### config.mk
export PLATFORM = sky130hd
export DESIGN_NAME = etr_ram
export DESIGN_NICKNAME = d
export VERILOG_FILES = /design/src/rtl/etr_ram.sv
export SDC_FILE = /design/constraint.sdc
export NUM_CORES = 1
export LEC_CHECK = 0
export ABC_CLOCK_PERIOD_IN_PS = 2000
export BUFFER_PORTS_ARGS = -buffer_cell sky130_fd_sc_hd__buf_2
export CORE_MARGIN = 5
export CORE_UTILIZATION = 47
export CTS_CLUSTER_DIAMETER = 100
export CTS_CLUSTER_SIZE = 25
export DETAILED_ROUTE_END_ITERATION = 7
export SLEW_MARGIN = 20
export SYNTH_ARGS = -nofsm -noshare
export SYNTH_HDL_FRONTEND = slang
export SYNTH_SLANG_ARGS = --single-unit
### constraint.sdc
create_clock -name i_clk -period 2 [get_ports i_clk]
set_input_delay 0.1 -clock i_clk [delete_from_list [all_inputs] [get_ports i_clk]]
set_output_delay 0.1 -clock i_clk [all_outputs]
set_load 0.05 [all_outputs]
### src/rtl/etr_ram.sv
// ----------------------------------------------------------------------------
// etr_ram
// Generic simple dual port ram, one write and one registered read port.
// ----------------------------------------------------------------------------
`default_nettype none

module etr_ram #(
    parameter int WIDTH = 8,
    parameter int DEPTH = 16
) (
    input  wire logic                     i_clk,
    input  wire logic                     i_we,
    input  wire logic [$clog2(DEPTH)-1:0] i_waddr,
    input  wire logic [WIDTH-1:0]         i_wdata,
    input  wire logic                     i_re,
    input  wire logic [$clog2(DEPTH)-1:0] i_raddr,
    output logic      [WIDTH-1:0]         o_rdata
);

    logic [WIDTH-1:0] r_mem [DEPTH];
    logic [WIDTH-1:0] r_rdata;

    always_ff @(posedge i_clk) begin
        if (i_we) begin
            r_mem[i_waddr] <= i_wdata;
        end
        if (i_re) begin
            r_rdata <= r_mem[i_raddr];
        end
    end

    assign o_rdata = r_rdata;

endmodule

`default_nettype wire

After elaboration in Yosys (flattened, before gate mapping)
Memory sizes are Yosys's and may differ from the RTL's. A register that Yosys moved wholly into a read port is not among the register bits.
Index checks and enable logic that the tools add are counted.
{"block": "op_classes", "n_addsub": 0, "multipliers": 0, "div": 0, "n_lt_le_gt_ge": 0, "eq_ne": 0, "n_shift": 0, "muxes": 2, "n_bitwise": 0, "reduce_logical": 0}
{"op": "1-bit two-way mux", "n": 2}
{"block": "totals", "register_bits": 0, "latch_bits": 0, "mem_bits_rw": 128, "mem_bits_ro": 0, "inputBits": 19, "output_inout_bits": 8, "wordCells": 3, "memories": 1}
{"memory": "r_mem", "depth": 16, "word_bits": 8, "read_ports": 1, "rd_clocked_by_memory_dff": 1, "write_ports": 1, "line_no": "20", "rtl": "logic [WIDTH-1:0] r_mem [DEPTH];"}

Logic depth before layout (Yosys ltp)
Gate-level depths: netlist of run 1.
{"block": "logic_depth", "ltp_word": 2, "depth_mapped": 5, "ltp_nobuf": 3}

Least setup slack after synthesis of run 1
Ideal clock, no wire load.
{"block": "synth_timing", "path_type": "input to register", "from": "input port i_waddr[2]", "to": "memory r_mem[0][0], enable pin", "setup_ns": 0.383, "arrival_ns": 1.210, "required_ns": 1.617, "setup_slack_ns": 0.407, "path_stages": 2, "path_buffers": 0, "path_cell_list": "or3b_2 nor3_1"}
{"item": "from (decl)", "line_no": "13", "rtl": "input wire logic [$clog2(DEPTH)-1:0] i_waddr,"}
{"item": "to (decl)", "line_no": "20"}
Straight into the memory's write port.

==> results of run 1 <==
final cells by class:
cell class,count,area share
Sequential cell,136,0.646
Timing Repair Buffer,57,0.0649
Tap cell,140,0.0277
Clock inverter,13,0.0285
Multi-Input combinational cell,83,0.167
Clock buffer,18,0.0661
registers in the layout, summed over array words and instances, names as in the netlist:
signal   cells
r_mem      128
o_rdata      8
logic make-up (layout without fill, tap and decap cells):
group                  after synthesis  count (layout)  synth area share
AOI/OAI and AO/OA                   16              16            0.0230
buffers and inverters               10              88            0.0165
DFF                                136             136             0.781
muxes                               32              32             0.148
and+or+nand+nor                     35              35            0.0314
through the flow:
stage / cells / setup slack, ps
detailed placement: 407 / 291
global placement: 407 / 321
floorplan: 229 / 407
CTS: 447 / 469
finish: 447 / 490
global route: 447 / 442
cells in the final DEF, fill, tap and decap left out, types with 2 or more instances in the layout:
| cell type | instances |
|---|---|
| nor3_1 | 4 |
| mux4_2 | 18 |
| clkinv_2 | 3 |
| nand2b_1 | 2 |
| clkbuf_16 | 16 |
| edfxtp_1 | 136 |
| buf_4 | 20 |
| bufinv_16 | 4 |
| clkinv_4 | 3 |
| nor2_1 | 13 |
| a22oi_1 | 16 |
| buf_12 | 2 |
| dlygate4sd3_1 | 9 |
| mux4_1 | 14 |
| nand3b_1 | 2 |
| clkinvlp_4 | 2 |
| nand2_1 | 9 |
| buf_2 | 26 |
worst max-delay path by stage:
stage                start     endpoint
4_1_cts        r_mem[9][4]   o_rdata[4]
3_3_place_gp    i_raddr[0]   o_rdata[0]
3_5_place_dp    i_raddr[0]   o_rdata[0]
6_report       r_mem[9][4]   o_rdata[4]
2_1_floorplan   i_waddr[2]  r_mem[0][0]
5_1_grt        r_mem[9][4]   o_rdata[4]
power by group:
group	internal [mW]	total [mW]	leakage, nW	switching [mW]
logic	0.141	0.353	0.636	0.212
registers	3.21	3.23	1.24	0.0193
clock network	2.01	3.10	0.288	1.09
metal layers:
layer  wire length (um)  global-route usage  share of wire  vias up
met5                  0                   0              0        -
met4                 43              0.0477         0.0043        0
met3                628              0.0470          0.063        2
met2               4990               0.258           0.50       77
met1               4280               0.224           0.43     1254
li1                   -                   -              -     1112
worst max-delay path: cells and delay by family (launching register included):
family	cells	cell delay, ps
DFF	1	350
muxes	1	510
AOI/OAI and AO/OA	1	290
and+or+nand+nor	1	110
==> results by group, run 1 <==
Outcome
  – Outcome: completed

Placement
  – Quantity of I/O buffers inserted on ports: 26
  – Final estimated routing congestion in global placement: 0.673
  – Instance area after placement: 5640 um2
  – Detail Placement HPWL: 6.42 mm

Synth
  – Most used flip-flop cell after synthesis: edfxtp_1
  – Mean area per synthesized cell: 22.8 um2
  – FF+latch count, synth: 136
  – Cell accounting for the most synthesized area: edfxtp_1
  – Sequential area share after synthesis: 0.781
  – Unique cell type count in the Yosys netlist: 18
  – Number of nets produced by synthesis: 248
  – Synthesis Warnings: 0
  – Number of enable-type register cells in the synthesized netlist: 136
  – Dominant cell by count in the synthesized netlist: edfxtp_1
  – Gate count of the mapped netlist: 229
  – Cell area after synthesis: 5230 um2
  – Leading post-synthesis cells by instance count: 136 x edfxtp_1, 18 x mux4_2, 16 x a22oi_1
  – Async set-or-reset flop fraction in the synthesized netlist: 0
  – Synth top area cells: edfxtp_1 78%, mux4_2 7.8%, mux4_1 7.0%, a22oi_1 2.3%, nor2_1 0.93%
  – Synth top area share: 0.781

Floorplanning
  – Rows: 38
  – Height of the die: 115 um
  – Die ar.: 13300 um2
  – Starting density of the core: 0.480
  – Core outline area: 10900 um2
  – Overall die width: 115 um
  – # IOs: 27

Power and ir drop
  – Static Leakage: 2.16 nW
  – Tot Pwr: 6.68 mW
  – PwrDens: 1060 nW/um2
  – Maximum ir drop on the vdd rail: 622 uV

Layout
  – Reg area: 4080 um2
  – Net count of the finished layout: 314
  – Final design utilization: 0.581
  – Area overhead of the layout relative to synthesis: 21.0%
  – Fill cell total of the finished layout: 795
  – Area taken by multi-input logic gates: 1060 um2
  – Share of final-layout standard cells stronger than drive strength 1: 0.313
  – Antenna diode instance count: 0
  – Cell area after layout: 6320 um2

Worst setup path
  – CP startpoint kind: flip-flop
  – Required time of the worst setup path: 2230 ps
  – Worst Reg2Reg Path Length in Cells: 3
  – Data arrival time of the critical path: 1740 ps
  – Slowest Stage Delay on Critical Path: 510 ps
  – CP max-delay cell: mux4_1
  – Launch instance of the worst register-to-register path: r_mem[9][4]
  – FF-to-FF setup slack: 490 ps
  – R2R Path End: o_rdata[4]
  – Setup CP Type: reg2reg
  – Crit end category: flip-flop
  – Cell chain of the critical path: mux4_1 > a22oi_1 > nand2_1
  – Maximum net fanout on the critical path: 1

Clock network
  – Resize count post-CTS: 0
  – Cts hold-fix bufs: 9
  – Skew-Pair Late Insertion Delay: 500 ps
  – Buffer type at the clock tree root: clkbuf_8
  – Level count of the clock H-tree: 4
  – CTS clk-pin slew, worst paths: 60 ps
  – TritonCTS buffer count: 17
  – Number of buffers inserted to repair setup after CTS: 0
  – Max Buffers Root-to-Sink: 2
  – CTS tree: built
  – CTS sink count: 136

Route
  – Post-detailed-route wirelength per cell: 22.2 um
  – Via count: 2445
  – Post-DRT Antenna Nets: 0
  – Vias per Instance: 5.47
  – DRC marker count from the first detailed-route iteration: 176
  – Total wirelength of the detailed-routed design: 9.94 mm
  – # DRC: 0
  – Detailed Routing Iterations Pass 1: 4

STA
  – Setup skew after layout: 6.34 ps
  – Final hold violation count: 0
  – Worst Tran Pin Value: 433 ps
  – Final critical delay including setup and external delays: 1510 ps
  – Highest Clock Rate: 0.662 GHz
  – Setup violations, final: 0
  – Post-Route Setup TNS: 0 ps
  – Crit share post-route: 0.755
  – Worst hold margin: 175 ps
  – RSZ-0062 raised after global routing: no
  – Max Slew Vio Count: 0
  – Relative slew slack: 0.712

Hold path
  – Hold Crit Start: i_waddr[0]
  – Endpoint with the worst hold slack: r_mem[12][5]
  – Hold/Removal Path Class: in2reg
  – Hold path cells: 3

Job
  – Max Cap Viol: 0

GRT
  – Initial antenna violation count: 0
  – Grt total ovfl: 0
  – Vias in the first global route: 2612
  – Global-route wire length before repair: 15.2 mm
  – Total Routing Usage GR: 0.163
  – Pin count of the biggest net entering global routing: 22
No activity file was read; power rests on OpenSTA's default activity.
==> run 2: changes to the inputs <==
--- a/config.mk
+++ b/config.mk
@@ -5,7 +5,7 @@
 export SDC_FILE = /design/constraint.sdc
 export NUM_CORES = 1
 export LEC_CHECK = 0
-export ABC_CLOCK_PERIOD_IN_PS = 2000
+export ABC_CLOCK_PERIOD_IN_PS = 1500
 export BUFFER_PORTS_ARGS = -buffer_cell sky130_fd_sc_hd__buf_2
 export CORE_MARGIN = 5
 export CORE_UTILIZATION = 47
==> constraint.sdc (replaced) <==
create_clock -name i_clk -period 1.5 [get_ports i_clk]
set_input_delay 0.075 -clock i_clk [delete_from_list [all_inputs] [get_ports i_clk]]
set_output_delay 0.075 -clock i_clk [all_outputs]
set_load 0.05 [all_outputs]
==> results by group, run 2 (synthesized netlist as in run 1, its figures left out) <==
Clock network
  – Number of buffers inserted to repair setup after CTS: 0 (unchanged)
  – CTS clk-pin slew, worst paths: 60 ps (about the same)
  – TritonCTS buffer count: 17 (unchanged)
  – Buffer type at the clock tree root: clkbuf_8 (unchanged)
  – Max Buffers Root-to-Sink: 2 (unchanged)
  – CTS tree: built (unchanged)
  – Skew-Pair Late Insertion Delay: 510 ps (was 500 ps)
  – CTS sink count: 136 (unchanged)
  – Level count of the clock H-tree: 4 (unchanged)

Layout
  – Register with the highest flop count: r_mem (unchanged)
  – Most frequent cells in the layout: 136 x edfxtp_1, 26 x buf_2, 23 x buf_4, 20 x mux4_2, 16 x clkbuf_16 (was 136 x edfxtp_1, 26 x buf_2, 20 x buf_4, 18 x mux4_2)
  – Antenna diode instance count: 0 (unchanged)
  – Share of final-layout standard cells stronger than drive strength 1: 0.347 (was 0.313)
  – Commonest non-fill, non-tap cell in the layout: edfxtp_1 (unchanged)
  – Area overhead of the layout relative to synthesis: 22.5% (was 21.0%)
  – Net count of the finished layout: 320 (was 314)
  – Fin cells: 454 (was 447)
  – Max FFs per register: 128 (unchanged)

Worst setup path
  – CP startpoint kind: flip-flop (unchanged)
  – Launch instance of the worst register-to-register path: r_mem[9][5] (was r_mem[9][4])
  – Required time of the worst setup path: 1760 ps (was 2230 ps)
  – FF-to-FF setup slack: 30 ps (was 490 ps)
  – Maximum net fanout on the critical path: 1 (unchanged)
  – Worst setup path endpoint: o_rdata[5] (was o_rdata[4])
  – Setup CP Type: reg2reg (unchanged)
  – Worst Reg2Reg Path Length in Cells: 3 (unchanged)
  – Crit end category: flip-flop (unchanged)
  – R2R Path End: o_rdata[5] (was o_rdata[4])
  – Data arrival time of the critical path: 1730 ps (was 1740 ps)
  – Worst setup startpoint: r_mem[9][5] (was r_mem[9][4])

Route
  – Via count: 2567 (was 2445)
  – Total wirelength of the detailed-routed design: 10.2 mm (was 9.94 mm)
  – DRC marker count from the first detailed-route iteration: 270 (was 176)
  – Vias per Instance: 5.65 (was 5.47)
  – # DRC: 0 (unchanged)
  – Post-DRT Antenna Nets: 0 (unchanged)
  – Detailed Routing Iterations Pass 1: 4 (unchanged)
  – Post-detailed-route wirelength per cell: 22.4 um (was 22.2 um)

Placement
  – Pre-CTS WS: -207 ps (was 291 ps)
  – Placed Cells: 413 (was 407)
  – Detail Placement HPWL: 6.58 mm (was 6.42 mm)
  – Final estimated routing congestion in global placement: 0.734 (was 0.673)
  – Quantity of I/O buffers inserted on ports: 26 (unchanged)

STA
  – Post-Route Setup TNS: 0 ps (unchanged)
  – Worst Tran Pin Value: 890 ps (was 433 ps)
  – Post-layout worst setup margin: 32.9 ps (was 490 ps)
  – RSZ-0062 raised after global routing: no (unchanged)
  – Max Slew Vio Count: 0 (unchanged)
  – Final hold violation count: 0 (unchanged)
  – Setup skew after layout: 7.44 ps (was 6.34 ps)
  – Final critical delay including setup and external delays: 1470 ps (was 1510 ps)
  – Highest Clock Rate: 0.682 GHz (was 0.662 GHz)
  – Relative slew slack: 0.404 (was 0.712)
  – Crit share post-route: 0.978 (was 0.755)
  – Setup violations, final: 0 (unchanged)
  – Worst hold margin: 136 ps (was 175 ps)

Power and ir drop
  – PwrDens: 1370 nW/um2 (was 1060 nW/um2)
  – Static Leakage: 2.18 nW (was 2.16 nW)
  – Maximum ir drop on the vdd rail: 662 uV (was 622 uV)
  – Tot Pwr: 8.76 mW (was 6.68 mW)

Floorplanning
  – Height of the die: 115 um (unchanged)
  – # IOs: 27 (unchanged)
  – Starting density of the core: 0.480 (unchanged)
  – Core outline area: 10900 um2 (unchanged)
  – Overall die width: 115 um (unchanged)
  – Die ar.: 13300 um2 (unchanged)
  – Rows: 38 (unchanged)

GRT
  – Pin count of the biggest net entering global routing: 23 (was 22)
  – Global-route wire length before repair: 15.7 mm (was 15.2 mm)
  – Initial antenna violation count: 0 (unchanged)
  – Grt total ovfl: 0 (unchanged)
  – Total Routing Usage GR: 0.168 (was 0.163)
  – Vias in the first global route: 2715 (was 2612)

Hold path
  – Hold path cells: 3 (unchanged)
  – Hold/Removal Path Class: in2reg (unchanged)

Job
  – Max Cap Viol: 0 (unchanged)

Outcome
  – Outcome: completed (unchanged)
-- run 2: layer usage --
metal | GRT usage | part of all wire | vias up
met5 | 0 | 0 | -
met4 | 0.0493 | 0.011 | 0
met3 | 0.0538 | 0.074 | 13
met2 | 0.259 | 0.49 | 89
met1 | 0.234 | 0.43 | 1343
li1 | - | - | 1122
-- run 2: final cells by class --
cell class                 instances  area [um2]
clock buffer                      21         429
sequential                       136        4080
tap                              140         175
fill                             786        4490
timing repair buffer              63         493
multi-input combinational         83        1090
clock inverter                    11         130
-- run 2: worst max-delay path, stage by stage, from the launching register on --
cell      delay [ps]
edfxtp_1         350
mux4_1           530
a22oi_2          250
nand2_1           80
-- run 2: where the power goes --
group	internal [mW]	switching [mW]
Clock	2.50	1.44
Sequential	4.28	0.0242
Combinational	0.213	0.299
Total	7.00	1.76
-- run 2: through the flow --
stage | utilization | area, um2
finish | 0.588 | 6400
floorplan | - | 5230
global placement | 0.526 | 5720
CTS | 0.588 | 6400
global route | 0.588 | 6400
detailed placement | 0.526 | 5720
-- run 2: worst min-delay path by stage --
stage          slack, ps  startpoint           to
4_1_cts              120  i_waddr[0]  r_mem[0][5]
3_3_place_gp         460  i_wdata[6]  r_mem[6][6]
6_report             140  i_waddr[0]  r_mem[0][2]
3_5_place_dp         470  i_wdata[6]  r_mem[6][6]
2_1_floorplan        170  i_wdata[0]  r_mem[0][0]
5_1_grt              140  i_waddr[1]  r_mem[0][0]
-- run 2: what timing repair did --
item                       4_1_cts  5_1_grt
hold endpoints to repair       136        0
pin swaps                        0        4
resized for setup                5        4
setup endpoints to repair        5        6
hold buffers                     9        0
cloned                           0        0
==> run 3: changes to the inputs <==
--- a/config.mk
+++ b/config.mk
@@ -8,7 +8,7 @@
 export ABC_CLOCK_PERIOD_IN_PS = 1500
 export BUFFER_PORTS_ARGS = -buffer_cell sky130_fd_sc_hd__buf_2
 export CORE_MARGIN = 5
-export CORE_UTILIZATION = 47
+export CORE_UTILIZATION = 39
 export CTS_CLUSTER_DIAMETER = 100
 export CTS_CLUSTER_SIZE = 25
 export DETAILED_ROUTE_END_ITERATION = 7
==> results by group, run 3 (synthesized netlist as in run 1, its figures left out) <==
GRT
  – Vias in the first global route: 2605 (was 2715)
  – Total Routing Usage GR: 0.138 (was 0.168)
  – Grt total ovfl: 0 (unchanged)
  – Global-route wire length before repair: 15.8 mm (was 15.7 mm)
  – Initial antenna violation count: 0 (unchanged)
  – Pin count of the biggest net entering global routing: 33 (was 23)

Clock network
  – Max Buffers Root-to-Sink: 2 (unchanged)
  – TritonCTS buffer count: 17 (unchanged)
  – CTS sink count: 136 (unchanged)
  – Number of buffers inserted to repair setup after CTS: 0 (unchanged)
  – Cts hold-fix bufs: 0 (was 9)
  – Buffer type at the clock tree root: clkbuf_16 (was clkbuf_8)
  – CTS clk-pin slew, worst paths: 60 ps (about the same)
  – Skew-Pair Late Insertion Delay: 410 ps (was 510 ps)
  – CTS tree: built (unchanged)
  – Level count of the clock H-tree: 4 (unchanged)

STA
  – Worst hold margin: 49.9 ps (was 136 ps)
  – Crit share post-route: 0.977 (was 0.978)
  – Highest Clock Rate: 0.682 GHz (about the same)
  – Final critical delay including setup and external delays: 1470 ps (about the same)
  – Final hold violation count: 0 (unchanged)
  – Worst Tran Pin Value: 887 ps (was 890 ps)
  – RSZ-0062 raised after global routing: no (unchanged)
  – Max Slew Vio Count: 0 (unchanged)
  – Setup skew after layout: 4.02 ps (was 7.44 ps)
  – Setup violations, final: 0 (unchanged)
  – Relative slew slack: 0.407 (was 0.404)

Worst setup path
  – R2R Path End: o_rdata[0] (was o_rdata[5])
  – Cell chain of the critical path: mux4_2 > a22oi_2 > nand2_1 (was mux4_1 > a22oi_2 > nand2_1)
  – CP startpoint kind: flip-flop (unchanged)
  – Worst setup startpoint: r_mem[11][0] (was r_mem[9][5])
  – Slowest Stage Delay on Critical Path: 480 ps (was 530 ps)
  – Setup CP Type: reg2reg (unchanged)
  – Data arrival time of the critical path: 1620 ps (was 1730 ps)
  – Worst setup path endpoint: o_rdata[0] (was o_rdata[5])
  – FF-to-FF setup slack: 30 ps (about the same)
  – Maximum net fanout on the critical path: 1 (unchanged)
  – Crit end category: flip-flop (unchanged)
  – Worst Reg2Reg Path Length in Cells: 3 (unchanged)
  – Required time of the worst setup path: 1650 ps (was 1760 ps)
  – Launch instance of the worst register-to-register path: r_mem[11][0] (was r_mem[9][5])
  – CP max-delay cell: mux4_2 (was mux4_1)

Placement
  – Final estimated routing congestion in global placement: 0.716 (was 0.734)
  – Detail Placement HPWL: 6.78 mm (was 6.58 mm)
  – Quantity of I/O buffers inserted on ports: 26 (unchanged)

Layout
  – Most frequent cells in the layout: 136 x edfxtp_1, 26 x buf_2, 19 x mux4_2, 18 x buf_4, 17 x clkbuf_16 (was 136 x edfxtp_1, 26 x buf_2, 23 x buf_4, 20 x mux4_2, 16 x clkbuf_16)
  – Antenna diode instance count: 0 (unchanged)
  – Register with the highest flop count: r_mem (unchanged)
  – Final design utilization: 0.478 (was 0.588)
  – Share of final-layout standard cells stronger than drive strength 1: 0.339 (was 0.347)
  – Max FFs per register: 128 (unchanged)
  – Commonest non-fill, non-tap cell in the layout: edfxtp_1 (unchanged)
  – Area overhead of the layout relative to synthesis: 20.5% (was 22.5%)
  – Net count of the finished layout: 304 (was 320)

Floorplanning
  – # IOs: 27 (unchanged)
  – Overall die width: 126 um (was 115 um)
  – Starting density of the core: 0.396 (was 0.480)
  – Height of the die: 126 um (was 115 um)
  – Core outline area: 13200 um2 (was 10900 um2)
  – Rows: 42 (was 38)
  – Die ar.: 15800 um2 (was 13300 um2)

Route
  – Vias per Instance: 5.18 (was 5.65)
  – Post-detailed-route wirelength per cell: 21.6 um (was 22.4 um)
  – Post-DRT Antenna Nets: 0 (unchanged)
  – DRC marker count from the first detailed-route iteration: 284 (was 270)
  – Detailed Routing Iterations Pass 1: 5 (was 4)
  – Via count: 2456 (was 2567)
  – Total wirelength of the detailed-routed design: 10.2 mm (about the same)
  – # DRC: 0 (unchanged)

Power and ir drop
  – Static Leakage: 2.11 nW (was 2.18 nW)
  – Maximum ir drop on the vdd rail: 1080 uV (was 662 uV)
  – PwrDens: 1400 nW/um2 (was 1370 nW/um2)

Outcome
  – Outcome: completed (unchanged)

Hold path
  – Hold/Removal Path Class: in2reg (unchanged)

Job
  – Max Cap Viol: 0 (unchanged)
[run 3: cell count changes in the layout (fill, tap and decap cells not counted), sizes merged]
cell	before	now
buf	54	47
clkinvlp	1	3
inv	0	1
dlygate4sd3	9	0
clkbuf	21	18
[run 3: how the worst min path moves through the flow]
stage / start / endpoint / slack [ps] / cells past startpoint
after global routing: i_re / o_rdata[7] / 40 / 1
final: i_re / o_rdata[7] / 50 / 1
after floorplan: i_wdata[0] / r_mem[0][0] / 170 / 0
after detailed placement: i_re / o_rdata[7] / 470 / 1
after global placement: i_wdata[4] / r_mem[14][4] / 460 / 1
after CTS: i_wdata[4] / r_mem[10][4] / 20 / 1
[run 3: critical path: cells and delay by family (launching register included)]
| family | cells | cell delay [ps] |
|---|---|---|
| AOI/OAI and AO/OA | 1 | 280 |
| muxes | 1 | 480 |
| and+or+nand+nor | 1 | 80 |
| DFF | 1 | 370 |
[run 3: power breakdown]
part           total [mW]  switching [mW]  internal, mW
registers            4.31          0.0234          4.28
clock network        4.06            1.47          2.59
logic               0.472           0.293         0.179
total                8.84            1.79          7.05
[run 3: routing by layer]
layer  vias up  global-route usage  routed length, um
met5         -                   0                  0
met4         0              0.0454                137
met3        13              0.0419                591
met2        84               0.213               4980
met1      1267               0.189               4540
li1       1092                   -                  -
[run 3: per-stage QoR]
step                setup TNS, ps  std cells  instance area (um2)  setup WS (ps)  total power, mW
detailed placement          -1040        442                 5690           -214             4.86
finish                          0        474                 6300           34.1             8.84
CTS                             0        474                 6290           20.1             8.94
global placement            -1030        442                 5690           -191             4.84
floorplan                       0        229                 5230            143             4.66
global route                    0        474                 6300           4.46             9.15
[run 3: final cells by class]
class | instances | area [um2]
fill | 1057 | 6890
sequential | 136 | 4080
multi-input combinational | 83 | 1080
clock buffer | 18 | 429
timing repair buffer | 47 | 325
tap | 176 | 220
clock inverter | 14 | 156
[run 3: timing repair]
| item | CTS | global route |
|---|---|---|
| pin swaps | 0 | 1 |
| endpoints found under the hold margin | 0 | 0 |
| resized for setup | 2 | 4 |
| setup endpoints to repair | 2 | 4 |
