--- src/rtl/etr_pkg.sv ---
// ----------------------------------------------------------------------------
// etr_pkg
// Shared types and constants of the edge triggered trace recorder.
// ----------------------------------------------------------------------------
`default_nettype none

package etr_pkg;

    localparam int DEPTH   = 128;
    localparam int POST    = 64;
    localparam int AW      = $clog2(DEPTH);
    localparam int PCW     = $clog2(POST + 1);
    // wide enough for a ring position plus a 7-bit read index
    localparam int SLOT_W  = 9;

    localparam logic [1:0] OP_TICK  = 2'd0;
    localparam logic [1:0] OP_READ  = 2'd1;
    localparam logic [1:0] OP_REARM = 2'd2;

    localparam logic [1:0] STAT_ARMED = 2'd0;
    localparam logic [1:0] STAT_TRIG  = 2'd1;
    localparam logic [1:0] STAT_DONE  = 2'd2;

    typedef enum logic [2:0] {
        S_ARMED = 3'b001,
        S_TRIG  = 3'b010,
        S_DONE  = 3'b100
    } t_state;

    typedef struct packed {
        logic [1:0]         op;
        logic               run_req;
        logic               moe;
        logic               hard_fault;
        logic               bridge_req;
        logic               angle_ok;
        logic signed [15:0] current_reference;
        logic signed [15:0] current_target;
        logic [63:0]        telemetry;
        logic [6:0]         read_index;
    } t_in;

    typedef struct packed {
        logic               accepted;
        logic [1:0]         capture_status;
        logic [7:0]         capture_number;
        logic [7:0]         samples_held;
        logic [6:0]         trigger_cause;
        logic [6:0]         trigger_age_index;
        logic [63:0]        read_telemetry;
        logic signed [15:0] read_reference;
        logic signed [15:0] read_target;
        logic [6:0]         read_events;
        logic [4:0]         read_flags;
    } t_out;

    typedef struct packed {
        logic [4:0]  flags;
        logic [6:0]  events;
        logic [15:0] target;
        logic [15:0] reference;
    } t_meta;

    localparam int META_W = $bits(t_meta);

    typedef struct packed {
        logic       accepted;
        logic       rd_ok;
        logic [1:0] capture_status;
        logic [7:0] capture_number;
        logic [7:0] samples_held;
        logic [6:0] trigger_cause;
        logic [6:0] trigger_age_index;
    } t_stat;

endpackage

`default_nettype wire

--- src/rtl/etr_ctrl.sv ---
// ----------------------------------------------------------------------------
// etr_ctrl
// Recorder control: edge detection, trigger state, ring pointers, valid bits
// and store addressing for one item per cycle while i_acc is high.
// ----------------------------------------------------------------------------
`default_nettype none

module etr_ctrl
    import etr_pkg::*;
(
    input  wire logic          i_clk,
    input  wire logic          i_rst_n,
    input  wire logic          i_acc,
    input  wire t_in           i_item,
    output t_stat              o_stat,
    output logic               o_we,
    output logic [AW-1:0]      o_waddr,
    output t_meta              o_wmeta,
    output logic               o_re,
    output logic [AW-1:0]      o_raddr
);

    t_state            r_state, n_state, c_state;
    logic              r_primed, n_primed, c_primed;
    logic [4:0]        r_prev, n_prev, c_prev;
    logic [AW-1:0]     r_wp, n_wp, c_wp;
    logic [AW-1:0]     r_trig, n_trig, c_trig;
    logic [PCW-1:0]    r_post, n_post, c_post;
    logic [6:0]        r_cause, n_cause, c_cause;
    logic [7:0]        r_gen, n_gen, c_gen;
    logic              r_pending, n_pending;
    logic [DEPTH-1:0]  r_valid, n_valid, c_valid;

    logic              clr;
    logic [4:0]        lv;
    logic [4:0]        rise;
    logic [4:0]        fall;
    logic [6:0]        ev;
    logic [4:0]        flags;
    logic [PCW-1:0]    post_inc;
    logic [SLOT_W-1:0] slot_sum;
    logic [AW-1:0]     slot;
    logic              idx_ok;
    logic [AW:0]       age_wide;
    logic [AW-1:0]     age;

    assign lv    = {i_item.hard_fault, |i_item.current_target,
                    |i_item.current_reference, i_item.moe, i_item.run_req};
    assign flags = {i_item.angle_ok, i_item.hard_fault, i_item.moe,
                    i_item.bridge_req, i_item.run_req};

    assign slot_sum = SLOT_W'(r_wp) + SLOT_W'(i_item.read_index);
    assign slot     = (slot_sum >= SLOT_W'(DEPTH)) ? AW'(slot_sum - SLOT_W'(DEPTH))
                                                   : AW'(slot_sum);
    assign idx_ok   = SLOT_W'(i_item.read_index) < SLOT_W'(DEPTH);

    always_comb begin
        clr      = (i_item.op == OP_TICK) && r_pending;
        c_state  = clr ? S_ARMED : r_state;
        c_primed = clr ? 1'b0 : r_primed;
        c_prev   = clr ? '0 : r_prev;
        c_wp     = clr ? '0 : r_wp;
        c_trig   = clr ? '0 : r_trig;
        c_post   = clr ? '0 : r_post;
        c_cause  = clr ? '0 : r_cause;
        c_gen    = clr ? r_gen + 8'd1 : r_gen;
        c_valid  = clr ? '0 : r_valid;

        rise     = lv & ~c_prev;
        fall     = ~lv & c_prev;
        ev       = {rise[4], fall[1], fall[2], fall[3], rise[2], rise[1], rise[0]};
        post_inc = c_post + PCW'(1);

        n_state   = c_state;
        n_primed  = c_primed;
        n_prev    = c_prev;
        n_wp      = c_wp;
        n_trig    = c_trig;
        n_post    = c_post;
        n_cause   = c_cause;
        n_gen     = c_gen;
        n_valid   = c_valid;
        n_pending = clr ? 1'b0 : r_pending;

        o_stat.accepted = 1'b0;
        o_stat.rd_ok    = 1'b0;
        o_we            = 1'b0;
        o_waddr         = c_wp;
        o_wmeta.flags     = flags;
        o_wmeta.events    = ev;
        o_wmeta.target    = i_item.current_target;
        o_wmeta.reference = i_item.current_reference;
        o_re            = 1'b0;
        o_raddr         = slot;

        case (i_item.op)
            OP_TICK: begin
                if (c_state != S_DONE) begin
                    n_prev = lv;
                    if (!c_primed) begin
                        n_primed = 1'b1;
                    end else begin
                        o_we            = i_acc;
                        n_valid[c_wp]   = 1'b1;
                        n_wp            = (c_wp == AW'(DEPTH - 1)) ? '0 : c_wp + AW'(1);
                        o_stat.accepted = 1'b1;
                        if (c_state == S_ARMED && ev != '0) begin
                            n_state = S_TRIG;
                            n_trig  = c_wp;
                            n_post  = '0;
                            n_cause = ev;
                        end else if (c_state == S_TRIG) begin
                            n_post = post_inc;
                            if (post_inc >= PCW'(POST)) begin
                                n_state = S_DONE;
                            end
                        end
                    end
                end
            end
            OP_READ: begin
                if (r_state == S_DONE && idx_ok) begin
                    o_re            = i_acc;
                    o_stat.rd_ok    = r_valid[slot];
                    o_stat.accepted = 1'b1;
                end
            end
            OP_REARM: begin
                if (r_state == S_DONE && !r_pending) begin
                    n_pending       = 1'b1;
                    o_stat.accepted = 1'b1;
                end
            end
            default: begin
            end
        endcase

        age_wide = (n_trig >= n_wp) ? (AW + 1)'(n_trig - n_wp)
                 : (AW + 1)'(n_trig) + (AW + 1)'(DEPTH) - (AW + 1)'(n_wp);
        age      = AW'(age_wide);

        case (n_state)
            S_ARMED: begin
                o_stat.capture_status = STAT_ARMED;
                o_stat.samples_held   = 8'd0;
            end
            S_TRIG: begin
                o_stat.capture_status = STAT_TRIG;
                o_stat.samples_held   = 8'(n_post) + 8'd1;
            end
            S_DONE: begin
                o_stat.capture_status = STAT_DONE;
                o_stat.samples_held   = 8'(DEPTH);
            end
            default: begin
                o_stat.capture_status = STAT_ARMED;
                o_stat.samples_held   = 8'd0;
            end
        endcase
        o_stat.capture_number    = n_gen;
        o_stat.trigger_cause     = n_cause;
        o_stat.trigger_age_index = 7'(age);
    end

    always_ff @(posedge i_clk) begin
        if (!i_rst_n) begin
            r_state   <= S_ARMED;
            r_primed  <= 1'b0;
            r_prev    <= '0;
            r_wp      <= '0;
            r_trig    <= '0;
            r_post    <= '0;
            r_cause   <= '0;
            r_gen     <= 8'd1;
            r_pending <= 1'b0;
            r_valid   <= '0;
        end else if (i_acc) begin
            r_state   <= n_state;
            r_primed  <= n_primed;
            r_prev    <= n_prev;
            r_wp      <= n_wp;
            r_trig    <= n_trig;
            r_post    <= n_post;
            r_cause   <= n_cause;
            r_gen     <= n_gen;
            r_pending <= n_pending;
            r_valid   <= n_valid;
        end
    end

endmodule

`default_nettype wire

--- config.mk ---
export PLATFORM = sky130hd
export DESIGN_NAME = etr_ctrl
export DESIGN_NICKNAME = d
export VERILOG_FILES = /design/src/rtl/etr_pkg.sv /design/src/rtl/etr_ctrl.sv
export SDC_FILE = /design/constraint.sdc
export NUM_CORES = 1
export LEC_CHECK = 0
export ABC_AREA = 1
export BUFFER_PORTS_ARGS = -buffer_cell sky130_fd_sc_hd__buf_2
export CAP_MARGIN = 0
export CELL_PAD_IN_SITES_DETAIL_PLACEMENT = 1
export CELL_PAD_IN_SITES_GLOBAL_PLACEMENT = 1
export CORE_MARGIN = 2
export CORE_UTILIZATION = 35
export DETAILED_ROUTE_END_ITERATION = 6
export GPL_TIMING_DRIVEN = 0
export PLACE_DENSITY = 0.79
export SETUP_SLACK_MARGIN = 0.1
export SYNTH_ARGS = -nofsm -noshare
export SYNTH_HDL_FRONTEND = slang
export SYNTH_SLANG_ARGS = --single-unit
--- constraint.sdc ---
create_clock -name i_clk -period 3.7 [get_ports i_clk]
set_input_delay 0.37 -clock i_clk [delete_from_list [all_inputs] [get_ports i_clk]]
set_output_delay 0.37 -clock i_clk [all_outputs]
set_load 0.005 [all_outputs]
# Word level (Yosys, flattened, before mapping)

Index checks and enable logic that the tools add are counted.

Flip-flop bits (word level): 174
Bits of input ports: 113

$add $sub $neg: 9
Magnitude comparators: 6
Equality and inequality tests: 9
Mux-type cells: 61
Bitwise operators: 5
Reduce and logical (&&, ||, !) cells: 9

Operators by type and width:

| operator                                                   | number |
|---|---|
| two-way mux 128 bit                                        | 4 |
| two-way mux 7 bit                                          | 23 |
| OR 128 bit                                                 | 1 |
| OR reduction 16 bit                                        | 2 |
| adder 7 x 1 -> 7 bit, second input constant                | 3 |
| two-way mux 3 bit                                          | 7 |
| two-way mux 1 bit                                          | 17 |
| less-than comparator 7 x 8 -> 1 bit, second input constant | 2 |
| case mux 8 bit (2 select lines)                            | 1 |
| two-way mux 5 bit                                          | 3 |
| subtractor 7 bit                                           | 2 |
| adder 7 x 1 -> 8 bit, second input constant                | 1 |
| adder 7 x 7 -> 8 bit                                       | 1 |
| adder 8 x 1 -> 8 bit, second input constant                | 1 |
| >= comparator 8 bit, second input constant                 | 1 |
| two-way mux 8 bit                                          | 1 |
| binary-select mux 1 bit (select 7 bit)                     | 1 |
| demux 1 bit (select 7 bit)                                 | 1 |
| == test 7 bit, second input constant                       | 1 |
| >= comparator 7 x 1 -> 1 bit, second input constant        | 1 |
| >= comparator 7 bit                                        | 1 |
| >= comparator 7 bit, second input constant                 | 1 |
| nonzero test 7 bit                                         | 1 |
| subtractor 7 x 1 -> 7 bit, second input constant           | 1 |
| other kinds (16)                                           | 21 |

# Logic depth before layout (Yosys ltp)

Gate-level depths: netlist of run 1.

Depth after elaboration: 14
Gate-level depth with buffers: 26
Mapped depth without buffers: 24

# Worst setup path before layout of run 1

OpenSTA, ideal clock, no wires.

Kind: input port to output port
Start point: input i_item[108] (netlist name)
End point: output o_stat[6] (netlist name)
Arrival: 2.915 ns
Required time: 3.330 ns
Setup slack: 0.415 ns
Cell stages on the path: 21
Path buffers: 1
Cell sequence: nor2_4 -> nand2_4 -> inv_4 -> buf_4 -> nor2_2 -> ha_1 -> inv_1 -> nor3_2 -> o31ai_1 -> ha_1 -> inv_1 -> fa_1 -> nand3_1 -> nand2_1 -> a21oi_1 -> inv_1 -> a21oi_1 -> nand3b_1 -> nand2_1 -> xnor2_1 -> inv_1

RTL lines:

| what        | RTL line       | RTL |
|---|---|---|
| from (decl) | etr_ctrl.sv:14 | `input wire t_in i_item,` |
| to (decl)   | etr_ctrl.sv:15 | `output t_stat o_stat,` |

==> results.md, run 1 <==
* Status: complete, but fails checks
* Violated checks: negative setup slack
* Seq/Total Area, Yosys at 0.3473
* Worst Skew at 0.01726 ns
* Most common cell after layout, fill and taps aside: nand2_1
* Async SR Flop Fraction at 0
* Worst path arrival time at 3.61 ns
* Most frequent cells in the layout: 391 x nand2_1, 181 x a21oi_1, 170 x dfxtp_1
* F_max at 251.3 MHz
* Die area at ~0.030 sq mm
* Critical Path Sink Type: output pin
* Skew-Pair Late Insertion Delay at roughly 0.46 ns
* PD cells at a little under 400 mW/mm^2
* Post-synth top area cell: dfxtp_1
* Port buffer count at 139
* Total GRT Usage at 0.2753
* Antenna viol nets, final at 0
* Sink Count at 174
* Reg clk slew, reported paths at approximately 0.080 ns
* Vias in the first global route at 11,490
* Cell Rows at between 60 and 70
* Largest net degree at the start of global routing at 20
* Post-synth EDFFs at 0
* Required @ worst endpoint at 3.33 ns
* Syn Inst Count at 1,513
* Vias per std cell at 5.584
* Setup_tns at -0.3357 ns
* Core footprint at 0.02801 sq mm
* Fin util at 0.4534
* Setup WS pre-CTS at -0.4585 ns
* CTS Root Cell: clkbuf_16
* Total CTS buffers at 17
* Die X at 173.3 microns
* #FFs+latches synth at approximately 170
* Critical path peak fanout at 9
* WL per Instance at 20.96 microns
* Dpl hpwl at 29,500 microns
* Initial Util at 0.3580
* Max-slew headroom at 0.2777
* H-tree levels at 4
* Synthesized area per cell at 6.628 sq um
* Final hold slack at around 0.26 ns
* Multi-input logic area at 0.005665 sq mm
* Max_cap viols at 0
* Post-CTS Hold Buffers at 0
* Top post-synthesis cells by area: dfxtp_1 35%, nand2_1 15%, a21oi_1 9.2%
* Tcrit/Tclk final at 1.075
* Hold Fails Final Rpt at 0
* Via Count at 11,780
* WS Path Type: flop to output pin
* Drt drc at 0
* Layout cells sized above 1 at 0.2403
* Iteration-0 DRC Markers at 1,135
* Synth-to-Final Area Change at 26.64%
* GRT overflow at 0
* Synthesized net count at 1,644
* Finish-stage setup viols at 2
* Maximum VDD drop at 383.8 uV
* First drt pass iteration count at 6
* Top-area cell type share of the netlist area at 0.3473
* Startpoint types: flop
* Synthesized cell area at about 0.010 sq mm
* Slew Limit Fails at 0
* Fill count at 3,720
* Leakage power at 5.220 nW
* Top FF cell, synth: dfxtp_1
* RSZ-0062 raised after global routing: yes
* Nets at 1,849
* Slew at the pin closest to its max-slew limit at 1.075 ns
* Top Ports at just over 200
* Seq. cell area at approximately 0.0035 sq mm
* Die height at 173.3 microns
* Yosys warns at 0
* Worst min-delay path class: input pin to flop
* Total Wirelength at 44,230 microns
* Initial antenna violation count at 1
* CTS tree: yes
* Distinct cells, synth at 47
* GP Congestion at approximately 0.9
* Clock tree buffer depth at 2
* Setup ws final at -0.2790 ns
* Fin crit period at 3.979 ns
* First-pass GRT wire length at 64,600 microns
## path summary, 6_finish.rpt
path / start / cells after the start / slack [ns] / to
hold / removal: i_rst_n / 3 / 0.26 / r_cause[6]$_SDFFE_PN0P_
setup reg to reg: r_wp[2]$_SDFFE_PN0P_ / 9 / 0.95 / r_valid[116]$_SDFFE_PN0P_
hold reg to reg: r_valid[74]$_SDFFE_PN0P_ / 2 / 0.47 / r_valid[74]$_SDFFE_PN0P_
setup / recovery: r_pending$_SDFFE_PN0P_ / 22 / -0.28 / o_stat[6]
## critical path: stages, from the launching register on
cell and delay (ns):
dfxtp_4 0.39, nand2_8 0.09, inv_8 0.13, nor2_1 0.11, nor3_4 0.29, nand3_2 0.17
buf_6 0.16, inv_4 0.06, o21ai_2 0.05, inv_1 0.09, ha_4 0.16, inv_2 0.06
fa_2 0.36, nand3_2 0.08, nand2_2 0.06, a21oi_2 0.12, inv_1 0.06, a21oi_2 0.13
nand3b_1 0.14, nand2_2 0.08, xnor2_2 0.17, inv_1 0.06, buf_2 0.12
## area by class of cell
cell class,instances,share of cell area
multi-input cells,1082,0.4461
well taps,378,0.03724
repair buffers,186,0.08749
flip-flops and latches,174,0.2751
clock buffers,17,0.03350
diodes,1,0.0001970
inverters,133,0.04079
plain buffers,124,0.06611
clock inverters,15,0.01350
## routing by layer
metal / up-vias / global-route usage / wire (microns)
met5: - / 0 / 0
met4: 0 / 0.1158 / 1685
met3: 132 / 0.05702 / 3559
met2: 531 / 0.4520 / 21020
met1: 5774 / 0.3510 / 17970
li1: 5345 / - / -
## registers in the layout (all words and copies together), names as in the netlist
signal and flops:
r_cause 7, r_state 3, r_prev 5, r_wp 7, r_trig 7, r_primed 1
r_post 7, r_pending 1, r_gen 8, r_valid 128
## synthesized netlist by cell type, types with 2 or more instances
| cell | n |
|---|---|
| a21oi_1 | 185 |
| a31oi_1 | 2 |
| a32o_1 | 18 |
| a32oi_1 | 3 |
| buf_1 | 4 |
| buf_2 | 21 |
| buf_4 | 41 |
| buf_6 | 3 |
| clkbuf_1 | 55 |
| clkinv_1 | 2 |
| dfxtp_1 | 174 |
| fa_1 | 2 |
| ha_1 | 16 |
| inv_1 | 115 |
| inv_2 | 15 |
| nand2_1 | 404 |
| nand2_2 | 6 |
| nand3_1 | 117 |
| nand3_2 | 4 |
| nand4_1 | 15 |
| nor2_1 | 136 |
| nor2_2 | 14 |
| nor2_4 | 7 |
| nor3_1 | 8 |
| nor3_2 | 8 |
| nor3_4 | 3 |
| nor4_1 | 3 |
| o211ai_1 | 16 |
| o21ai_0 | 67 |
| o21ai_1 | 2 |
| o21bai_1 | 5 |
| o22ai_1 | 9 |
| xnor2_1 | 5 |
| xor2_1 | 15 |
## what timing repair did
| item | CTS | global route |
|---|---|---|
| setup buffers | 18 | 25 |
| pin swaps | 18 | 29 |
| gates resized for setup | 68 | 93 |
| setup endpoints to repair | 5 | 5 |
| gates cloned | 1 | 3 |
## through the flow
step                      instance area (sq um)  total power, mW  cells
final                                     12700            5.039   2110
after global routing                      12700            5.192   2110
after CTS                                 12150            4.841   2081
after detailed placement                  11200            2.942   2030
after global placement                    11200            2.917   2030
after floorplan                           10030            2.544   1513
## cells by family (layout without fill, tap and decap cells)
| kind of cell | Yosys count | in the layout | synth area share |
|---|---|---|---|
| buffers and inverters | 257 | 475 | 0.1167 |
| other | 0 | 1 | 0 |
| XOR/XNOR | 21 | 21 | 0.01909 |
| AND/OR/NAND/NOR | 729 | 729 | 0.3167 |
| flip-flops | 174 | 174 | 0.3473 |
| AO/OA/AOI/OAI | 314 | 314 | 0.1763 |
| adder cells (fa/ha/maj) | 18 | 18 | 0.02396 |
## power by group
group | leakage [nW] | switching, mW | internal [mW]
Sequential | 1.41 | 0.0306 | 1.90
Clock | 0.285 | 0.963 | 0.913
Combinational | 3.52 | 0.778 | 0.456
Power figures use the tool's default switching activity.
==> run 2: changes to the inputs <==
--- a/config.mk
+++ b/config.mk
@@ -6,15 +6,15 @@
 export NUM_CORES = 1
 export LEC_CHECK = 0
 export ABC_AREA = 1
-export BUFFER_PORTS_ARGS = -buffer_cell sky130_fd_sc_hd__buf_2
 export CAP_MARGIN = 0
 export CELL_PAD_IN_SITES_DETAIL_PLACEMENT = 1
 export CELL_PAD_IN_SITES_GLOBAL_PLACEMENT = 1
 export CORE_MARGIN = 2
 export CORE_UTILIZATION = 35
 export DETAILED_ROUTE_END_ITERATION = 6
+export DONT_BUFFER_PORTS = 1
 export GPL_TIMING_DRIVEN = 0
-export PLACE_DENSITY = 0.79
+export PLACE_DENSITY = 0.7
 export SETUP_SLACK_MARGIN = 0.1
 export SYNTH_ARGS = -nofsm -noshare
 export SYNTH_HDL_FRONTEND = slang
==> run 2 against run 1 <==
Effect of this change: the flow still finishes with violations (negative setup slack); utilization is 2.1 points lower; clock-buffer cell count is the same; combinational power is 6% lower; clock skew is 0.00078 ns higher; sequential power is essentially flat; critical path type unchanged.
==> results.md, run 2 (synthesis gave the netlist of run 1 again) <==
* Total GRT Usage at 0.2677 (-0.007593)
* CP max stage delay at 0.37 ns (-0.02 ns)
* Iteration-0 DRC Markers at 793 (-30%)
* Antenna fix cells at 0 (-1)
* H-tree levels at 4 (unchanged)
* Largest net degree at the start of global routing at 20 (unchanged)
* Port buffer count at 0 (-100%)
* Startpoint types: flop
* Worst Skew at 0.01803 ns (+0.0007759 ns)
* Cells along the critical path: nand2_8, clkinv_8, buf_12, nor2_4, ha_4, inv_2, nor3_4, nand2_2, o211ai_1, ha_1, a21oi_2, nand2_2, a21oi_2, inv_1, a21oi_2, nand3b_1, nand2_2, xnor2_2, inv_1
* Via Count at 10,940 (-7.1%)
* Antenna viol nets, final at 0 (unchanged)
* Cell Rows at 61 (unchanged)
* Clock tree buffer depth at 2 (unchanged)
* Final hold slack at 0.06876 ns (-0.1916 ns)
* Setup ws final at -0.1122 ns (+0.1668 ns)
* Worst path arrival time at 3.44 ns (-0.17 ns)
* Layout cells sized above 1 at 0.1831 (-0.05720)
* Die X at 173.3 microns (unchanged)
* Fill count at 3,610 (-3.0%)
* Reg clk slew, reported paths at 0.08 ns (about the same)
* Synth-to-Final Area Change at 20.70%
* Most frequent cells in the layout: 389 x nand2_1, 179 x a21oi_1, 171 x dfxtp_1
* CTS Root Cell: clkbuf_16
* End point of the critical path: o_stat[6]
* Hold path depth at 2 (-1)
* R2r worst-path depth at 12 (+3)
* Required @ worst endpoint at 3.33 ns (about the same)
* WS Path Type: flop to output pin
* Maximum VDD drop at 267.8 uV (-30%)
* Drt drc at 0 (unchanged)
* Die area at 0.03002 sq mm (unchanged)
* Setup WS pre-CTS at -0.2110 ns (+0.2475 ns)
* GRT overflow at 0 (unchanged)
* Top Ports at 207 (unchanged)
* Violated checks: negative setup slack
* Biggest register: r_valid
* Largest registers: r_valid: 128 flops, r_gen: 8 flops
* Routing usage on met1 at 0.3582 (+0.007212)
* WL per Instance at 20.99 microns (+0.14%)
* Slew at the pin closest to its max-slew limit at 1.054 ns (-0.02079 ns)
* Total Wirelength at 41,520 microns (-6.1%)
* Slew Limit Fails at 0 (unchanged)
* Max reg flops at 128 (unchanged)
* Status: complete, but fails checks
* Most common cell after layout, fill and taps aside: nand2_1
* Finish-stage setup viols at 1 (-1)
* Fin util at 0.4321 (-0.02126)
* Critical path peak fanout at 7 (-2)
* Total CTS buffers at 17 (unchanged)
* F_max at 262.3 MHz (+4.4%)
* Max_cap viols at 0 (unchanged)
* GP Congestion at 0.8777 (-1.6%)
* Core footprint at 0.02801 sq mm (unchanged)
* Placed inst area at 0.01050 sq mm (-6.2%)
* CTS tree: yes
* CP startpoint: r_pending$_SDFFE_PN0P_
* Nets at 1,718 (-7.1%)
* Leakage power at 4.679 nW (-10%)
* Seq. cell area at 0.003492 sq mm (about the same)
* Met2 Use GR at 0.4323 (-0.01967)
* Vias per std cell at 5.531 (-0.94%)
* Multi-input logic area at 0.005699 sq mm (+0.60%)
* First drt pass iteration count at 5 (-1)
* Critical Path Sink Type: output pin
* Worst R2R End: r_valid[60]$_SDFFE_PN0P_
* Post-layout instance area at 0.01210 sq mm (-4.7%)
* Worst path slowest cell: dfxtp_4
* Fin crit period at 3.812 ns (-0.1668 ns)
* GR Util met3 at 0.05636 (-0.0006579)
* FF-to-FF setup slack at 0.87 ns (-0.08 ns)
* Tot Pwr at 4.951 mW (-1.7%)
* PD cells at 409.0 mW/mm^2 (+3.1%)
* Dpl hpwl at 28,740 microns (-2.6%)
* Tcrit/Tclk final at 1.030 (-0.04508)
* Max-slew headroom at 0.2970 (+0.01938)
* Vias in the first global route at 10,750 (-6.4%)
* Layer with the highest usage: met2
* Skew-Pair Late Insertion Delay at 0.45 ns (about the same)
* First-pass GRT wire length at 62,330 microns (-3.5%)
* Worst min-delay path class: input pin to flop
* Sink Count at 174 (unchanged)
* R2R Path Start: r_pending$_SDFFE_PN0P_
* Initial Util at 0.3580 (unchanged)
* RSZ-0062 raised after global routing: yes
* Hold Fails Final Rpt at 0 (unchanged)
* Die height at 173.3 microns (unchanged)
* Initial antenna violation count at 0 (-1)
[run 2: cell count changes in the layout (fill, tap and decap cells not counted), sizes merged]
cell      previous run  this run
diode                1         0
inv                139       137
buf                260       126
clkinv               6         9
clkbuf              67        70
clkinvlp             3         2
[run 2: through the flow]
step                setup TNS [ns]  std cells
global placement           -0.3448       1891
global route               -0.3325       1978
CTS                       -0.07443       1941
floorplan                        0       1513
finish                     -0.1122       1978
detailed placement         -0.3848       1891
[run 2: worst min path at each step]
stage	from	endpoint	slack, ns
after floorplan	r_valid[100]$_SDFFE_PN0P_	r_valid[100]$_SDFFE_PN0P_	0.44
after global placement	r_valid[78]$_SDFFE_PN0P_	r_valid[78]$_SDFFE_PN0P_	0.45
after detailed placement	r_valid[11]$_SDFFE_PN0P_	r_valid[11]$_SDFFE_PN0P_	0.46
after CTS	i_rst_n	r_post[6]$_SDFFE_PN0P_	0.05
after global routing	i_rst_n	r_state[2]$_SDFFE_PN0P_	0.07
final	i_rst_n	r_state[2]$_SDFFE_PN0P_	0.07
[run 2: where the power goes]
| group | switching [mW] | leakage [nW] | total, mW | internal, mW |
|---|---|---|---|---|
| combinational | 0.742 | 2.98 | 1.16 | 0.415 |
| clock | 0.954 | 0.288 | 1.87 | 0.913 |
| sequential | 0.0278 | 1.41 | 1.93 | 1.90 |
| total | 1.72 | 4.68 | 4.95 | 3.23 |
[run 2: layout make-up]
class | count | area share
well taps | 378 | 0.03907
clock buffers | 17 | 0.03515
clock inverters | 15 | 0.01385
inverters | 133 | 0.04331
multi-input cells | 1082 | 0.4709
plain buffers | 123 | 0.06616
repair buffers | 56 | 0.04311
flip-flops and latches | 174 | 0.2885
[run 2: worst max-delay path, delay by kind of cell, from the launching register on]
family | cells | cell delay (ns)
buf+inv | 5 | 0.42
fa+ha+maj | 2 | 0.52
flops | 1 | 0.37
xor+xnor | 1 | 0.15
compound gates | 4 | 0.59
simple gates | 7 | 0.94
[run 2: routing by layer]
metal | part of all wire | wire length, microns | up-vias
li1 | - | - | 5088
met1 | 0.44 | 18300 | 5384
met2 | 0.46 | 19140 | 397
met3 | 0.072 | 2987 | 72
met4 | 0.026 | 1097 | 0
met5 | 0 | 0 | -
[run 2: timing repair]
action | 4_1_cts | 5_1_grt
resized for setup | 85 | 78
pin swaps | 18 | 34
setup endpoints to repair | 4 | 3
buffers inserted | 18 | 35
gates cloned | 1 | 2
hold buffers | 0 | 0
==> run 3: changes to the inputs <==
--- a/config.mk
+++ b/config.mk
@@ -15,6 +15,7 @@
 export DONT_BUFFER_PORTS = 1
 export GPL_TIMING_DRIVEN = 0
 export PLACE_DENSITY = 0.7
+export RECOVER_POWER = 100
 export SETUP_SLACK_MARGIN = 0.1
 export SYNTH_ARGS = -nofsm -noshare
 export SYNTH_HDL_FRONTEND = slang
==> run 3 against run 2 <==
Effect of this change: the flow still finishes with violations (negative setup slack); flip-flop and latch count unchanged; final cell count is the same; critical path type unchanged; via count is 0.37% lower; critical endpoint unchanged; critical path depth stayed put; combinational power hardly changed; register-to-register slack about the same; routed wire length is 0.39% lower; die area did not move; sequential power hardly changed; fmax hardly changed; highest routed layer unchanged; clock-buffer cell count unchanged.
==> results.md, run 3 (synthesis gave the netlist of run 1 again) <==
* First drt pass iteration count at 5 (unchanged)
* Synth-to-Final Area Change at 20.66% (about the same)
* Antenna viol nets, final at 0 (unchanged)
* CTS tree: yes
* Tot Pwr at 4.943 mW (-0.15%)
* Worst path arrival time at 3.44 ns (about the same)
* Setup ws final at -0.1105 ns (+0.001682 ns)
* R2r worst-path depth at 12 (unchanged)
* Hold Fails Final Rpt at 0 (unchanged)
* WL per Instance at 20.91 microns (-0.39%)
* RSZ-0062 raised after global routing: yes
* Core footprint at 0.02801 sq mm (unchanged)
* CP Depth at 19 (unchanged)
* Iteration-0 DRC Markers at 849 (+7.1%)
* Max reg flops at 128 (unchanged)
* Layout cells sized above 1 at 0.1819 (-0.001250)
* F_max at 262.4 MHz (about the same)
* CP max stage delay at 0.37 ns (about the same)
* Dpl hpwl at 28,740 microns (unchanged)
* First-pass GRT wire length at 62,330 microns (unchanged)
* Setup WS pre-CTS at -0.2110 ns (unchanged)
* Critical Path Sink Type: output pin
* Most common cell after layout, fill and taps aside: nand2_1
* Finish-stage setup viols at 1 (unchanged)
* Sink Count at 174 (unchanged)
* Multi-input logic area at 0.005699 sq mm (unchanged)
* Clock tree buffer depth at 2 (unchanged)
* Initial Util at 0.3580 (unchanged)
* Biggest register: r_valid
* Skew-Pair Late Insertion Delay at 0.45 ns (about the same)
* Reg clk slew, reported paths at 0.08 ns (about the same)
* Non-Filler Instances at 1,978 (unchanged)
* PD cells at 408.5 mW/mm^2 (-0.12%)
* Post-CTS Hold Buffers at 0 (unchanged)
* Required @ worst endpoint at 3.33 ns (about the same)
* GP Congestion at 0.8777 (unchanged)
* Leakage power at 4.669 nW (-0.21%)
* Total GRT Usage at 0.2677 (unchanged)
* Maximum VDD drop at 265.1 uV (-1.0%)
* Seq. cell area at 0.003492 sq mm (unchanged)
* Post-layout instance area at 0.01210 sq mm (about the same)
* Startpoint types: flop
* Violated checks: negative setup slack
* Worst path slowest cell: dfxtp_4
* Total Wirelength at 41,360 microns (-0.39%)
* Cells after DPL at 1,891 (unchanged)
* Die area at 0.03002 sq mm (unchanged)
* Worst Skew at 0.01662 ns (-0.001415 ns)
* Hold path depth at 2 (unchanged)
* Slew at the pin closest to its max-slew limit at 1.082 ns (+0.02728 ns)
* H-tree levels at 4 (unchanged)
* Largest registers: r_valid: 128 flops, r_gen: 8 flops
* Worst min-delay path class: input pin to flop
* Vias in the first global route at 10,750 (unchanged)
* Top Ports at 207 (unchanged)
* Top Family by Delay on Critical Path: simple AND/OR/NAND/NOR gates
* Cells along the critical path: nand2_8, clkinv_8, buf_12, nor2_4, ha_4, inv_2, nor3_4, nand2_2, o211ai_1, ha_1, a21oi_2, nand2_2, a21oi_2, inv_1, a21oi_2, nand3b_1, nand2_2, xnor2_2, inv_1
* Most frequent cells in the layout: 389 x nand2_1, 179 x a21oi_1, 171 x dfxtp_1
* Slew Limit Fails at 0 (unchanged)
* Status: complete, but fails checks
* CTS Root Cell: clkbuf_16
* Max_cap viols at 0 (unchanged)
* GRT overflow at 0 (unchanged)
* Die X at 173.3 microns (unchanged)
* Nets at 1,718 (unchanged)
* Fin crit period at 3.810 ns (-0.001682 ns)
* Vias per std cell at 5.511 (-0.37%)
* Die height at 173.3 microns (unchanged)
* Cell Rows at 61 (unchanged)
* Initial antenna violation count at 0 (unchanged)
* Placed inst area at 0.01050 sq mm (unchanged)
* Drt drc at 0 (unchanged)
* Largest net degree at the start of global routing at 20 (unchanged)
* Antenna fix cells at 0 (unchanged)
* Fill count at 3,611 (+0.028%)
* Crit path buffers/inverters at 5 (unchanged)
* Tcrit/Tclk final at 1.030 (about the same)
* Max-slew headroom at 0.2733 (-0.02374)
* Via Count at 10,900 (-0.37%)
* Critical path peak fanout at 7 (unchanged)
* Port buffer count at 0 (unchanged)
* Total CTS buffers at 17 (unchanged)
* WS Path Type: flop to output pin
* Final hold slack at 0.06872 ns (-0.00003510 ns)
[run 3: per-stage QoR]
step / setup TNS [ns] / util
finish: -0.1105 / 0.4320
floorplan: 0 / -
CTS: -0.07443 / 0.4115
global placement: -0.3448 / 0.3749
detailed placement: -0.3848 / 0.3749
global route: -0.3325 / 0.4320
[run 3: layout make-up]
cell class / count / share of cell area
repair buffers: 56 / 0.04312
well taps: 378 / 0.03909
multi-input cells: 1082 / 0.4710
flip-flops and latches: 174 / 0.2886
clock buffers: 17 / 0.03516
clock inverters: 15 / 0.01386
inverters: 133 / 0.04333
plain buffers: 123 / 0.06587
[run 3: final timing paths]
check | startpoint | to | slack, ns
min reg2reg | r_valid[16]$_SDFFE_PN0P_ | r_valid[16]$_SDFFE_PN0P_ | 0.47
max reg2reg | r_pending$_SDFFE_PN0P_ | r_valid[60]$_SDFFE_PN0P_ | 0.87
min | i_rst_n | r_post[6]$_SDFFE_PN0P_ | 0.07
max | r_pending$_SDFFE_PN0P_ | o_stat[6] | -0.11
[run 3: report_power, final]
group	internal [mW]	switching [mW]
clock	0.914	0.951
combinational	0.412	0.740
sequential	1.90	0.0279
[run 3: what timing repair did]
item / CTS / global route
resized for setup: 85 / 78
setup endpoints to repair: 4 / 3
cloned: 1 / 2
setup buffers: 18 / 35
pin swaps: 18 / 34
[run 3: per-layer routing]
layer	wire [microns]	vias up	global-route usage	share of wire
met2	19090	383	0.4323	0.46
li1	-	5094	-	-
met5	0	-	0	0
met4	1115	0	0.08263	0.027
met1	18230	5355	0.3582	0.44
met3	2923	68	0.05636	0.071
